[src/rtl/sas_pkg.sv]
// Shared types and constants for the shell argument splitter.
// No dependencies; every module in rtl/ imports this package, the interfaces do not.
package sas_pkg;

   // Line and slot limits that clamp the capacity registers
   localparam int unsigned LineMax = 4096;
   localparam int unsigned ArgsMax = 256;

   // Result queue depth; two entries are kept free for an end-of-line request
   localparam int unsigned ResultDepth = 4;
   localparam int unsigned ResultPtrWidth = $clog2(ResultDepth);
   localparam int unsigned ResultCntWidth = $clog2(ResultDepth + 1);

   // Character codes
   localparam logic [7:0] CharSpace   = 8'h20;
   localparam logic [7:0] CharTab     = 8'h09;
   localparam logic [7:0] CharNewline = 8'h0a;
   localparam logic [7:0] CharDquote  = 8'h22;
   localparam logic [7:0] CharBslash  = 8'h5c;
   localparam logic [7:0] CharSquote  = 8'h27;

   // Register map (byte address = 4 * index)
   typedef enum logic [1:0] {
      CsrBufferCapacity = 2'd0,
      CsrArgsCapacity   = 2'd1,
      CsrCountOnly      = 2'd2
   } sas_csr_index_type;

   typedef enum logic [2:0] {
      PhaseBetween = 3'd0,
      PhaseArg     = 3'd1,
      PhaseEscape  = 3'd2,
      PhaseStrong  = 3'd3,
      PhaseError   = 3'd4
   } sas_phase_type;

   typedef enum logic [2:0] {
      StatusOk     = 3'd0,
      StatusBuffer = 3'd1,
      StatusSlots  = 3'd2,
      StatusQuote  = 3'd3,
      StatusEscape = 3'd4
   } sas_status_type;

   typedef struct packed {
      logic [12:0] buffer_capacity;
      logic [8:0]  args_capacity;
      logic        count_only;
   } sas_cfg_type;

   typedef struct packed {
      logic [7:0]  out_byte;
      logic        byte_valid;
      logic [7:0]  arg_index;
      logic        arg_end;
      logic        done_res;
      logic [2:0]  status;
      logic [8:0]  slot_count;
      logic [12:0] used_length;
      logic [11:0] error_position;
      logic        last;
   } sas_result_type;

   // Push from the tokenizer into the result queue
   typedef struct packed {
      logic [1:0]     count;
      sas_result_type first;
      sas_result_type second;
   } sas_push_type;

endpackage

[src/rtl/sas_req_if.sv]
// Request channel: one command-line byte or an end-of-line mark.
// No dependencies.
interface sas_req_if;
   logic       valid;
   logic       ready;
   logic [7:0] char_byte;
   logic       end_of_line;

   modport source (output valid, output char_byte, output end_of_line, input ready);
   modport sink (input valid, input char_byte, input end_of_line, output ready);
endinterface

[src/rtl/sas_rsp_if.sv]
// Result channel: argument bytes, terminators and the line status.
// No dependencies.
interface sas_rsp_if;
   logic        valid;
   logic        ready;
   logic [7:0]  out_byte;
   logic        byte_valid;
   logic [7:0]  arg_index;
   logic        arg_end;
   logic        done_res;
   logic [2:0]  status;
   logic [8:0]  slot_count;
   logic [12:0] used_length;
   logic [11:0] error_position;
   logic        last;

   modport source (output valid, output out_byte, output byte_valid, output arg_index,
                   output arg_end, output done_res, output status, output slot_count,
                   output used_length, output error_position, output last, input ready);
   modport sink (input valid, input out_byte, input byte_valid, input arg_index,
                 input arg_end, input done_res, input status, input slot_count,
                 input used_length, input error_position, input last, output ready);
endinterface

[src/rtl/sas_csr.sv]
// Configuration registers behind the APB-style port.
// Depends on sas_pkg.
module sas_csr import sas_pkg::*; (
   input  logic        clock,
   input  logic        reset,
   input  logic        psel,
   input  logic        penable,
   input  logic        pwrite,
   input  logic [3:0]  paddr,
   input  logic [31:0] pwdata,
   output logic [31:0] prdata,
   output logic        pready,
   output sas_cfg_type cfg
);

   logic [12:0] buffer_capacity_ff;
   logic [8:0]  args_capacity_ff;
   logic        count_only_ff;
   logic        wr_en;
   sas_csr_index_type index;

   assign pready = 1'b1;
   assign index  = sas_csr_index_type'(paddr[3:2]);
   assign wr_en  = psel && penable && pwrite;

   // Write on the access cycle
   always_ff @(posedge clock) begin
      if (reset) begin
         buffer_capacity_ff <= 13'd4096;
         args_capacity_ff   <= 9'd256;
         count_only_ff      <= 1'b0;
      end else if (wr_en) begin
         case (index)
            CsrBufferCapacity: buffer_capacity_ff <= pwdata[12:0];
            CsrArgsCapacity:   args_capacity_ff   <= pwdata[8:0];
            CsrCountOnly:      count_only_ff      <= pwdata[0];
            default:           ;
         endcase
      end
   end

   // Read back
   always_comb begin
      case (index)
         CsrBufferCapacity: prdata = {19'd0, buffer_capacity_ff};
         CsrArgsCapacity:   prdata = {23'd0, args_capacity_ff};
         CsrCountOnly:      prdata = {31'd0, count_only_ff};
         default:           prdata = 32'd0;
      endcase
   end

   assign cfg.buffer_capacity = buffer_capacity_ff;
   assign cfg.args_capacity   = args_capacity_ff;
   assign cfg.count_only      = count_only_ff;

endmodule

[src/rtl/sas_core.sv]
// Tokenizer: request register, line state and the per-byte decision logic.
// Depends on sas_pkg and sas_req_if; pushes its results into sas_fifo.
module sas_core import sas_pkg::*; (
   input  logic         clock,
   input  logic         reset,
   sas_req_if.sink      req,
   input  sas_cfg_type  cfg,
   input  logic         space_ok,
   output sas_push_type push
);

   logic          in_valid_ff;
   logic [7:0]    char_ff;
   logic          eol_ff;
   logic          advance;

   sas_phase_type phase_ff, phase_in;
   logic          weak_ff, weak_in;
   logic [12:0]   wc_ff, wc_in;
   logic [8:0]    ac_ff, ac_in;
   logic [11:0]   cpos_ff, cpos_in;
   logic [11:0]   qpos_ff, qpos_in;
   sas_status_type err_ff, err_in;

   logic [12:0]   buf_cap;
   logic [8:0]    slot_cap;
   logic          co;
   logic          is_sp;

   assign advance   = in_valid_ff && space_ok;
   assign req.ready = !reset && (!in_valid_ff || advance);

   // Clamp the capacities to the build limits
   assign buf_cap  = (32'(cfg.buffer_capacity) > LineMax) ? 13'(LineMax) : cfg.buffer_capacity;
   assign slot_cap = (32'(cfg.args_capacity) > ArgsMax) ? 9'(ArgsMax) : cfg.args_capacity;
   assign co       = cfg.count_only;
   assign is_sp    = (char_ff == CharSpace) || (char_ff == CharTab) || (char_ff == CharNewline);

   // Hold the request until the queue has room
   always_ff @(posedge clock) begin
      if (reset) begin
         in_valid_ff <= 1'b0;
      end else if (req.ready) begin
         in_valid_ff <= req.valid;
      end
   end

   always_ff @(posedge clock) begin
      if (req.valid && req.ready) begin
         char_ff <= req.char_byte;
         eol_ff  <= req.end_of_line;
      end
   end

   // Line state
   always_ff @(posedge clock) begin
      if (reset) begin
         phase_ff <= PhaseBetween;
         weak_ff  <= 1'b0;
         wc_ff    <= '0;
         ac_ff    <= '0;
         cpos_ff  <= '0;
         qpos_ff  <= '0;
         err_ff   <= StatusOk;
      end else if (advance) begin
         phase_ff <= phase_in;
         weak_ff  <= weak_in;
         wc_ff    <= wc_in;
         ac_ff    <= ac_in;
         cpos_ff  <= cpos_in;
         qpos_ff  <= qpos_in;
         err_ff   <= err_in;
      end
   end

   // Decide next state and results for the held request
   always_comb begin
      sas_phase_type  ph_eff;
      sas_phase_type  ph_target;
      sas_status_type st;
      sas_result_type res_byte;
      sas_result_type res_done;
      logic [8:0]     ac_eff;
      logic [12:0]    wc_fin;
      logic [11:0]    epos;
      logic           go;
      logic           want_emit;
      logic           strong_check;
      logic           term_out;
      logic [7:0]     emit_b;
      logic           emit_end;

      phase_in = phase_ff;
      weak_in  = weak_ff;
      wc_in    = wc_ff;
      ac_in    = ac_ff;
      cpos_in  = cpos_ff;
      qpos_in  = qpos_ff;
      err_in   = err_ff;

      ph_eff       = phase_ff;
      ph_target    = phase_ff;
      st           = StatusOk;
      res_byte     = '0;
      res_done     = '0;
      ac_eff       = ac_ff;
      wc_fin       = wc_ff;
      epos         = '0;
      go           = 1'b1;
      want_emit    = 1'b0;
      strong_check = 1'b0;
      term_out     = 1'b0;
      emit_b       = char_ff;
      emit_end     = 1'b0;
      push         = '0;

      if (eol_ff) begin
         // Close the line and report
         if (phase_ff == PhaseError) begin
            st = err_ff;
         end else if (!co && slot_cap == 9'd0) begin
            st = StatusSlots;
         end else if (phase_ff == PhaseEscape) begin
            st   = StatusEscape;
            epos = cpos_ff - 12'd1;
         end else if (phase_ff == PhaseStrong || (phase_ff == PhaseArg && weak_ff)) begin
            st   = StatusQuote;
            epos = qpos_ff;
         end else if (phase_ff == PhaseArg) begin
            if (co) begin
               wc_fin = (wc_ff == '1) ? wc_ff : wc_ff + 13'd1;
            end else if (wc_ff >= buf_cap) begin
               st = StatusBuffer;
            end else begin
               term_out           = 1'b1;
               wc_fin             = wc_ff + 13'd1;
               res_byte.byte_valid = 1'b1;
               res_byte.arg_end   = 1'b1;
               res_byte.arg_index = 8'(ac_ff - 9'd1);
            end
         end
         res_done.done_res = 1'b1;
         res_done.status   = st;
         res_done.last     = 1'b1;
         if (st == StatusOk) begin
            res_done.slot_count  = (ac_ff == '1) ? ac_ff : ac_ff + 9'd1;
            res_done.used_length = wc_fin;
         end
         if (st == StatusQuote || st == StatusEscape) begin
            res_done.error_position = epos;
         end
         if (term_out) begin
            push.count  = 2'd2;
            push.first  = res_byte;
            push.second = res_done;
         end else begin
            push.count = 2'd1;
            push.first = res_done;
         end
         phase_in = PhaseBetween;
         weak_in  = 1'b0;
         wc_in    = '0;
         ac_in    = '0;
         cpos_in  = '0;
         qpos_in  = '0;
         err_in   = StatusOk;
      end else begin
         // Open an argument on the first non-separator byte
         if (phase_ff == PhaseBetween) begin
            if (is_sp) begin
               go = 1'b0;
            end else if (!co && {1'b0, slot_cap} < {1'b0, ac_ff} + 10'd2) begin
               go       = 1'b0;
               phase_in = PhaseError;
               err_in   = StatusSlots;
            end else begin
               ac_eff = (ac_ff == '1) ? ac_ff : ac_ff + 9'd1;
               ph_eff = PhaseArg;
            end
         end
         ac_in = ac_eff;

         if (go) begin
            phase_in = ph_eff;
            case (ph_eff)
               PhaseArg: begin
                  if (char_ff == CharDquote) begin
                     qpos_in = cpos_ff;
                     weak_in = ~weak_ff;
                  end else if (char_ff == CharBslash) begin
                     phase_in = PhaseEscape;
                  end else if (is_sp && !weak_ff) begin
                     want_emit = 1'b1;
                     emit_end  = 1'b1;
                     ph_target = PhaseBetween;
                  end else if (char_ff == CharSquote && !weak_ff) begin
                     qpos_in = cpos_ff;
                     if (!co && wc_ff >= buf_cap) begin
                        phase_in = PhaseError;
                        err_in   = StatusBuffer;
                     end else begin
                        phase_in = PhaseStrong;
                     end
                  end else begin
                     want_emit = 1'b1;
                     ph_target = PhaseArg;
                  end
               end
               PhaseEscape: begin
                  want_emit = 1'b1;
                  ph_target = PhaseArg;
               end
               PhaseStrong: begin
                  if (char_ff == CharSquote) begin
                     phase_in = PhaseArg;
                  end else begin
                     want_emit    = 1'b1;
                     strong_check = 1'b1;
                     ph_target    = PhaseStrong;
                  end
               end
               default: ;
            endcase
         end

         // Write one byte or terminator
         if (want_emit) begin
            if (co) begin
               wc_in    = (wc_ff == '1) ? wc_ff : wc_ff + 13'd1;
               phase_in = ph_target;
            end else if (wc_ff >= buf_cap) begin
               phase_in = PhaseError;
               err_in   = StatusBuffer;
            end else begin
               wc_in               = wc_ff + 13'd1;
               phase_in            = ph_target;
               res_byte.out_byte   = emit_end ? 8'd0 : emit_b;
               res_byte.byte_valid = 1'b1;
               res_byte.arg_index  = 8'(ac_eff - 9'd1);
               res_byte.arg_end    = emit_end;
               res_byte.last       = 1'b1;
               push.count          = 2'd1;
               push.first          = res_byte;
               if (strong_check && (wc_ff + 13'd1) >= buf_cap) begin
                  phase_in = PhaseError;
                  err_in   = StatusBuffer;
               end
            end
         end
         cpos_in = cpos_ff + 12'd1;
      end

      // Drop the push unless the request advances
      if (!advance) begin
         push.count = 2'd0;
      end
   end

endmodule

[src/rtl/sas_fifo.sv]
// Result queue: takes up to two results a cycle, drives the result channel.
// Depends on sas_pkg and sas_rsp_if.
module sas_fifo import sas_pkg::*; (
   input  logic         clock,
   input  logic         reset,
   input  sas_push_type push,
   output logic         space_ok,
   sas_rsp_if.source    rsp
);

   sas_result_type                mem_ff [ResultDepth];
   logic [ResultPtrWidth-1:0]     wr_ptr_ff, wr_ptr_in;
   logic [ResultPtrWidth-1:0]     rd_ptr_ff, rd_ptr_in;
   logic [ResultCntWidth-1:0]     count_ff, count_in;
   logic [ResultPtrWidth-1:0]     wr_next;
   logic                          pop;
   sas_result_type                head;

   assign space_ok = (32'(count_ff) + 2 <= ResultDepth);
   assign pop      = rsp.valid && rsp.ready;
   assign wr_next  = wr_ptr_ff + ResultPtrWidth'(1);

   // Advance pointers and fill level
   always_comb begin
      wr_ptr_in = wr_ptr_ff + ResultPtrWidth'(push.count);
      rd_ptr_in = pop ? rd_ptr_ff + ResultPtrWidth'(1) : rd_ptr_ff;
      count_in  = count_ff + ResultCntWidth'(push.count) - ResultCntWidth'(pop);
   end

   always_ff @(posedge clock) begin
      if (reset) begin
         wr_ptr_ff <= '0;
         rd_ptr_ff <= '0;
         count_ff  <= '0;
      end else begin
         wr_ptr_ff <= wr_ptr_in;
         rd_ptr_ff <= rd_ptr_in;
         count_ff  <= count_in;
      end
   end

   // Store the pushed results
   always_ff @(posedge clock) begin
      if (push.count != 2'd0) begin
         mem_ff[wr_ptr_ff] <= push.first;
      end
      if (push.count == 2'd2) begin
         mem_ff[wr_next] <= push.second;
      end
   end

   assign head               = mem_ff[rd_ptr_ff];
   assign rsp.valid          = (count_ff != '0);
   assign rsp.out_byte       = head.out_byte;
   assign rsp.byte_valid     = head.byte_valid;
   assign rsp.arg_index      = head.arg_index;
   assign rsp.arg_end        = head.arg_end;
   assign rsp.done_res       = head.done_res;
   assign rsp.status         = head.status;
   assign rsp.slot_count     = head.slot_count;
   assign rsp.used_length    = head.used_length;
   assign rsp.error_position = head.error_position;
   assign rsp.last           = head.last;

endmodule

[src/rtl/shell_arg_splitter_unit.sv]
// Shell-style command line splitter, top level.
// Depends on sas_pkg, sas_req_if, sas_rsp_if, sas_csr, sas_core, sas_fifo.
//
//   channel   direction  handshake                     carries
//   req_chan  in         valid/ready                   char_byte, end_of_line
//   rsp_chan  out        valid/ready                   byte or terminator, or status
//   csr       in         psel/penable/pwrite, pready=1 capacities, count-only flag
//
// One request a cycle: a byte request yields at most one result, so the rate is
// one per cycle while the result side keeps up; an end-of-line request yields up
// to two results, which the single-result output port drains one at a time.
// A request waits in the request register until the queue has room for two results,
// then its results are written into the four-entry result queue, whose head shows.
// Synchronous reset clears the line state and empties the queue; no clearing pass.
// A stalled result side fills the queue, then holds the request register and ready.
module shell_arg_splitter_unit import sas_pkg::*; (
   input  logic        clock,
   input  logic        reset,
   sas_req_if.sink     req_chan,
   sas_rsp_if.source   rsp_chan,
   input  logic        psel,
   input  logic        penable,
   input  logic        pwrite,
   input  logic [3:0]  paddr,
   input  logic [31:0] pwdata,
   output logic [31:0] prdata,
   output logic        pready
);

   sas_cfg_type  cfg;
   sas_push_type push;
   logic         space_ok;

   sas_csr u_csr (
      .clock   (clock),
      .reset   (reset),
      .psel    (psel),
      .penable (penable),
      .pwrite  (pwrite),
      .paddr   (paddr),
      .pwdata  (pwdata),
      .prdata  (prdata),
      .pready  (pready),
      .cfg     (cfg)
   );

   sas_core u_core (
      .clock    (clock),
      .reset    (reset),
      .req      (req_chan),
      .cfg      (cfg),
      .space_ok (space_ok),
      .push     (push)
   );

   sas_fifo u_fifo (
      .clock    (clock),
      .reset    (reset),
      .push     (push),
      .space_ok (space_ok),
      .rsp      (rsp_chan)
   );

endmodule

[src/flat_wrapper.sv]
// flat-port wrapper written by rule: the top's interface ports become plain ports
module shell_arg_splitter_unit_flat import sas_pkg::*;
  (clock, reset, psel, penable, pwrite, paddr, pwdata, prdata, pready, req_chan_valid, req_chan_char_byte, req_chan_end_of_line, req_chan_ready, rsp_chan_valid, rsp_chan_out_byte, rsp_chan_byte_valid, rsp_chan_arg_index, rsp_chan_arg_end, rsp_chan_done_res, rsp_chan_status, rsp_chan_slot_count, rsp_chan_used_length, rsp_chan_error_position, rsp_chan_last, rsp_chan_ready);
  sas_req_if req_chan_i ();
  sas_rsp_if rsp_chan_i ();
  input  logic clock;
  input  logic reset;
  input  logic psel;
  input  logic penable;
  input  logic pwrite;
  input  logic [3:0] paddr;
  input  logic [31:0] pwdata;
  output logic [31:0] prdata;
  output logic pready;
  input wire logic [$bits(req_chan_i.valid)-1:0] req_chan_valid;
  input wire logic [$bits(req_chan_i.char_byte)-1:0] req_chan_char_byte;
  input wire logic [$bits(req_chan_i.end_of_line)-1:0] req_chan_end_of_line;
  output wire logic [$bits(req_chan_i.ready)-1:0] req_chan_ready;
  output wire logic [$bits(rsp_chan_i.valid)-1:0] rsp_chan_valid;
  output wire logic [$bits(rsp_chan_i.out_byte)-1:0] rsp_chan_out_byte;
  output wire logic [$bits(rsp_chan_i.byte_valid)-1:0] rsp_chan_byte_valid;
  output wire logic [$bits(rsp_chan_i.arg_index)-1:0] rsp_chan_arg_index;
  output wire logic [$bits(rsp_chan_i.arg_end)-1:0] rsp_chan_arg_end;
  output wire logic [$bits(rsp_chan_i.done_res)-1:0] rsp_chan_done_res;
  output wire logic [$bits(rsp_chan_i.status)-1:0] rsp_chan_status;
  output wire logic [$bits(rsp_chan_i.slot_count)-1:0] rsp_chan_slot_count;
  output wire logic [$bits(rsp_chan_i.used_length)-1:0] rsp_chan_used_length;
  output wire logic [$bits(rsp_chan_i.error_position)-1:0] rsp_chan_error_position;
  output wire logic [$bits(rsp_chan_i.last)-1:0] rsp_chan_last;
  input wire logic [$bits(rsp_chan_i.ready)-1:0] rsp_chan_ready;
  assign req_chan_i.valid = req_chan_valid;
  assign req_chan_i.char_byte = req_chan_char_byte;
  assign req_chan_i.end_of_line = req_chan_end_of_line;
  assign req_chan_ready = req_chan_i.ready;
  assign rsp_chan_valid = rsp_chan_i.valid;
  assign rsp_chan_out_byte = rsp_chan_i.out_byte;
  assign rsp_chan_byte_valid = rsp_chan_i.byte_valid;
  assign rsp_chan_arg_index = rsp_chan_i.arg_index;
  assign rsp_chan_arg_end = rsp_chan_i.arg_end;
  assign rsp_chan_done_res = rsp_chan_i.done_res;
  assign rsp_chan_status = rsp_chan_i.status;
  assign rsp_chan_slot_count = rsp_chan_i.slot_count;
  assign rsp_chan_used_length = rsp_chan_i.used_length;
  assign rsp_chan_error_position = rsp_chan_i.error_position;
  assign rsp_chan_last = rsp_chan_i.last;
  assign rsp_chan_i.ready = rsp_chan_ready;
  shell_arg_splitter_unit u_core (.clock(clock), .reset(reset), .req_chan(req_chan_i), .rsp_chan(rsp_chan_i), .psel(psel), .penable(penable), .pwrite(pwrite), .paddr(paddr), .pwdata(pwdata), .prdata(prdata), .pready(pready));
endmodule
[config.mk]
export PLATFORM = sky130hd
export DESIGN_NAME = shell_arg_splitter_unit_flat
export DESIGN_NICKNAME = d
export VERILOG_FILES = /design/src/rtl/sas_pkg.sv /design/src/rtl/sas_req_if.sv /design/src/rtl/sas_rsp_if.sv /design/src/rtl/sas_csr.sv /design/src/rtl/sas_core.sv /design/src/rtl/sas_fifo.sv /design/src/rtl/shell_arg_splitter_unit.sv /design/src/flat_wrapper.sv
export SDC_FILE = /design/constraint.sdc
export NUM_CORES = 1
export LEC_CHECK = 0
export ABC_AREA = 1
export BUFFER_PORTS_ARGS = -buffer_cell sky130_fd_sc_hd__buf_2
export CORE_ASPECT_RATIO = 1.75
export CORE_UTILIZATION = 55
export DETAILED_ROUTE_END_ITERATION = 7
export GPL_TIMING_DRIVEN = 0
export PLACE_DENSITY = 0.84
export SLEW_MARGIN = 0
export SYNTH_ARGS = -nofsm -noshare
export SYNTH_HDL_FRONTEND = slang
export SYNTH_SLANG_ARGS = --single-unit
[constraint.sdc]
create_clock -name clock -period 4.2 [get_ports clock]
set_input_delay 0.63 -clock clock [delete_from_list [all_inputs] [get_ports clock]]
set_output_delay 0.63 -clock clock [all_outputs]
set_load 0.1 [all_outputs]
; After elaboration in Yosys (flattened, before gate mapping)
; Memories as Yosys holds them, arrays and structs flattened. A register that Yosys moved wholly into a read port is not among the register bits.
; Index checks and enable logic that the tools add are counted.
; Widths: inputs -> output; s select.
[classes]
n_reduce_logical = 42
n_eq_ne = 23
n_mux = 138
magnitude_cmp = 6
bitwise = 1
add_sub_neg = 13
[ops]
columns = op, n
row1 = $mux 58, 3
row2 = $mux 12, 13
row3 = $mux 13, 11
row4 = $mux 3, 44
row5 = $mux 59, 2
row6 = $mux 10, 7
row7 = $mux 9, 7
row8 = $mux 57, 1
row9 = $mux 1, 39
row10 = $mux 39, 1
row11 = $pmux 13 s3, 1
row12 = $le 32x3->1 const B, 1
row13 = $ge 13x13->1, 2
row14 = $eq 8x6->1 const B, 3
row15 = $mux 22, 1
row16 = $eq 8x4->1 const B, 2
row17 = $sub 8x1->8 const B, 2
row18 = $eq 3x2->1 const B, 5
row19 = $add 13x1->13 const B, 1
row20 = $eq 13x13->1 const B, 1
row21 = $gt 13x13->1 const B, 1
row22 = $logic_and 1x1->1, 13
row23 = $add 12x1->12 const B, 1
row24 = $sub 12x1->12 const B, 1
row25 = other kinds (34), 60
[totals]
mem_bits_rw = 228
memories = 1
regBits = 93
inputBits = 52
word_cells = 240
[mem_list]
columns = name, depth, word_bits, rd, rd_clocked_by_memory_dff, wr, line
row1 = u_core.u_fifo.mem_ff, 4, 57, 1, 1, 2, sas_fifo.sv:11  ; sas_result_type mem_ff [ResultDepth];

; Depth between registers and ports, before layout
[logic_depth]
depth_word = 21
depth_mapped = 26
ltp_nobuf = 25

; By module
; A second synthesis with hierarchy kept.
[hier_totals]
cells_unflattened = 2402
hier_area_um2 = 19078.3
[modules_own_cells]
columns = module, seq_area_each_um2, cells_each, area_each_um2, instances
row1 = sas_fifo, 7026.7, 1188, 11405.9, 1
row2 = sas_core, 1351.3, 1024, 6351.1, 1
row3 = sas_csr, 460.4, 190, 1321.3, 1

; Worst setup path before layout
; OpenSTA, ideal clock, no wires.
[synth_path]
path_kind = register to register
start = register u_core.u_csr.buffer_capacity_ff[8]
end = memory u_core.u_fifo.mem_ff[3][0] (netlist bit) (enable)
required_time_ns = 3.803
arrival_ns = 3.977
slack_ns = -0.174
stages_incl_launch_ff = 18
path_cell_list = dfxtp_1 nor4_1 a21oi_1 inv_1 clkbuf_1 nand2_1 ha_1 a21oi_1 o21ai_1 o21bai_1 nand3_1 nor2_1 nand2_1 nor2_1 nand2_1 buf_2 buf_1 nand2_1
[synth_lines]
columns = item, line
row1 = from (decl), sas_csr.sv:16  ; logic [12:0] buffer_capacity_ff;
row2 = from (signal assigned), sas_csr.sv:34  ; CsrBufferCapacity: buffer_capacity_ff <= pwdata[12:0];
row3 = to (decl), sas_fifo.sv:11

==> results.sh <==
export IMPL_start_kind="register"
export IMPL_fin_crit_ns=4.09
export IMPL_seq_area_frac_synth_pct=47.0
export IMPL_end_kind="primary output"
export IMPL_fp_dieH_um=236
export IMPL_synth_top_cell_by_area="edfxtp_1"
export IMPL_drv_slew=0
export IMPL_grt_pass1_vias=17060
export IMPL_reg2reg_depth=18
export IMPL_synth_area_leaders="edfxtp_1, dfxtp_1, nand2_1, a21oi_1, nor2_1"
export IMPL_grt_pass1_wl_mm=88.0
export IMPL_power_density_nw_per_um2=603
export IMPL_grtUsageTotal_pct=35.6
export IMPL_yosysMostFrequentCell="nand2_1"
export IMPL_io_pins=144
export IMPL_min_path_type="primary input to register"
export IMPL_hold_buffers=0
export IMPL_seqCellArea_um2=8120
export IMPL_numPortBuffers=101
export IMPL_status="finished, violations left"
export IMPL_dieArea_um2=32100
export IMPL_n_fill_cell=2596
export IMPL_dpl_hpwl_mm=40.9
export IMPL_grt_antenna_before_repair=0
export IMPL_crit_type="register to primary output"
export IMPL_coreArea_um2=30800
export IMPL_areaGrowthSynthToFinish_pct=15.6
export IMPL_fin_crit_sh_pct=97.3
export IMPL_synth_distinct_cells=46
export IMPL_clkLatencyLatePin_ns=0.60
export IMPL_ys_async_sr_fraction_pct=0
export IMPL_synth_ff_type="edfxtp_1"
export IMPL_synth_edf_count=165
export IMPL_wl_mm=57.3
export IMPL_diodes=0
export IMPL_synth_area_um2=17300
export IMPL_place_inst=2758
export IMPL_routed_via_density=6.08
export IMPL_arrival_ns=3.46
export IMPL_cts_tree="built"
export IMPL_vias=17261
export IMPL_cp_endpoint="rsp_chan_error_position[7]"
export IMPL_nNetsFinal=2524
export IMPL_cap_violations=0
export IMPL_violations="DRC"
export IMPL_setup_viol=0
export IMPL_clockBufferDepth=3
export IMPL_p_leak_nw=8.26
export IMPL_cp_max_fo=10
export IMPL_r2r_end="u_core.u_fifo.mem_ff[0][27]"
export IMPL_synth_seq_cells=323
export IMPL_drc_errors=9
export IMPL_regToRegSetupSlack_ns=0.15
export IMPL_hold_violations=0
export IMPL_numCtsBuffers=30
export IMPL_drive_above_1_share_pct=13.1
export IMPL_rows=85
export IMPL_yosys_area_top_type_share_pct=28.7
export IMPL_clkTransAtPathRegs_ns=0.07
export IMPL_required_ns=3.57
export IMPL_finalPower_mw=12.0
export IMPL_cts_root_buffer="clkbuf_16"
export IMPL_worstMarginPinSlew_ns=1.32
export IMPL_slew_headroom_pct=11.1
export IMPL_fin_skew_ns=0.0295
export IMPL_ir_drop_uv=779
export IMPL_first_pass_iters=8
export IMPL_antenna_left=0
export IMPL_grt_max_degree=29
export IMPL_place_congestion=1.01
export IMPL_multi_input_area_um2=8200
export IMPL_clock_sinks=323
export IMPL_start_util_pct=56.0
export IMPL_die_width_um=136
export IMPL_final_cells=2838
export IMPL_cts_htree_levels=1
export IMPL_drtIter0Drc=1733
export IMPL_synth_cells=2247
export IMPL_syn_avg_cell_area_um2=7.68
export IMPL_yosys_top_cells_count="nand2_1, nor2_1, a21oi_1"
export IMPL_overflow=0
export IMPL_ys_warn_count=0
export IMPL_max_freq_mhz=245
export IMPL_r2r_start="u_core.u_csr.buffer_capacity_ff[2]"
export IMPL_whs_ns=0.228
export IMPL_wl_per_cell_um=20.2
## stage by stage
stage / setup slack (ns) / util [%] / cell area, µm² / setup TNS [ns]
2_1_floorplan: 0.0150 / - / 17300 / 0
3_3_place_gp: -1.70 / 59.4 / 18300 / -260.51
3_5_place_dp: -1.49 / 59.5 / 18400 / -260.99
4_1_cts: 0.0179 / 64.0 / 19700 / 0
5_1_grt: -0.0792 / 64.7 / 20000 / -3.28
6_report: 0.114 / 64.7 / 20000 / 0
## timing repair
item / 4_1_cts / 5_1_grt
cloned: 3 / 1
endpoints found under the setup margin: 389 / 232
setup buffers: 9 / 11
gates resized for setup: 58 / 42
pin swaps: 15 / 18
## per-layer routing
| layer | vias up | part of all wire, % | track usage [%] |
|---|---|---|---|
| li1 | 7932 | - | - |
| met2 | 1082 | 50 | 61.8 |
| met4 | 0 | 8.6 | 29.8 |
| met5 | - | 0 | 0 |
| met3 | 298 | 8.5 | 5.27 |
| met1 | 7949 | 33 | 37.1 |
## layout by cell type, fill, tap and decap left out, types with 6 or more instances in the layout
master and instances:
clkbuf_16 31, nand2_4 6, buf_1 7, nand2_1 395
inv_1 158, nand3b_1 6, o21ai_1 8, a21oi_1 285
o21ai_0 204, buf_2 126, o22ai_1 61, dfxtp_1 156
ha_4 9, xor2_1 24, nand2_2 12, clkbuf_1 90
nor2_1 305, nor2_2 9, nand3_1 123, a21oi_2 13
edfxtp_1 165, clkinv_1 8, ha_1 39, nor3_1 32
inv_2 16, conb_1 20, buf_4 39, nand4_1 16
## flip-flops by register name, summed over array words and instances, names as in the netlist, 2 cells and up, named ones only
register,flops
u_core.u_fifo.mem_ff,228
u_core.u_fifo.rd_ptr_ff,2
u_core.u_core.ac_ff,9
u_core.u_core.char_ff,8
u_core.u_csr.buffer_capacity_ff,13
u_core.u_fifo.wr_ptr_ff,2
u_core.u_csr.args_capacity_ff,9
u_core.u_core.wc_ff,13
u_core.u_core.phase_ff,3
u_core.u_fifo.count_ff,3
u_core.u_core.err_ff,3
u_core.u_core.qpos_ff,12
u_core.u_core.cpos_ff,12
## how the worst min path moves through the flow
stage | slack (ns) | from | end | depth (start not counted)
floorplan | 0.42 | u_core.u_core.err_ff[2] | u_core.u_core.err_ff[2] | 2
global placement | 0.43 | u_core.u_core.err_ff[2] | u_core.u_core.err_ff[2] | 2
detailed placement | 0.44 | u_core.u_core.err_ff[2] | u_core.u_core.err_ff[2] | 2
CTS | 0.21 | req_chan_char_byte[7] | u_core.u_core.char_ff[7] | 1
global route | 0.22 | req_chan_char_byte[0] | u_core.u_core.char_ff[0] | 1
finish | 0.23 | req_chan_char_byte[0] | u_core.u_core.char_ff[0] | 1
## logic make-up after synthesis
group | share of synthesized area (%)
adder cells (fa/ha/maj) | 3.60
flip-flops | 47.0
buffers and inverters | 7.94
AND/OR/NAND/NOR | 21.9
XOR/XNOR | 1.37
AO/OA/AOI/OAI | 18.1
other | 0.0435
## critical path: stages, from the launching register on
cell,delay [ns]
dfxtp_1,0.37
clkbuf_1,0.31
inv_1,0.15
clkbuf_1,0.44
clkbuf_1,0.49
o21ai_0,0.19
o22ai_1,0.41
buf_2,0.52
## area by class of cell
cell class	instances	area share, %
Buffer	157	3.80
Clock buffer	30	3.76
Clock inverter	26	1.19
Inverter	175	3.29
Multi-Input combinational cell	1613	41.1
Sequential cell	323	40.7
Tap cell	391	2.45
Timing Repair Buffer	123	3.76
## where the power goes
part	total, mW	switching, mW	internal [mW]
clock	2.80	1.30	1.50
sequential	3.94	0.217	3.72
combinational	5.28	4.32	0.966
total	12.0	5.84	6.19
Note: power is estimated with default switching activity, not from simulation.
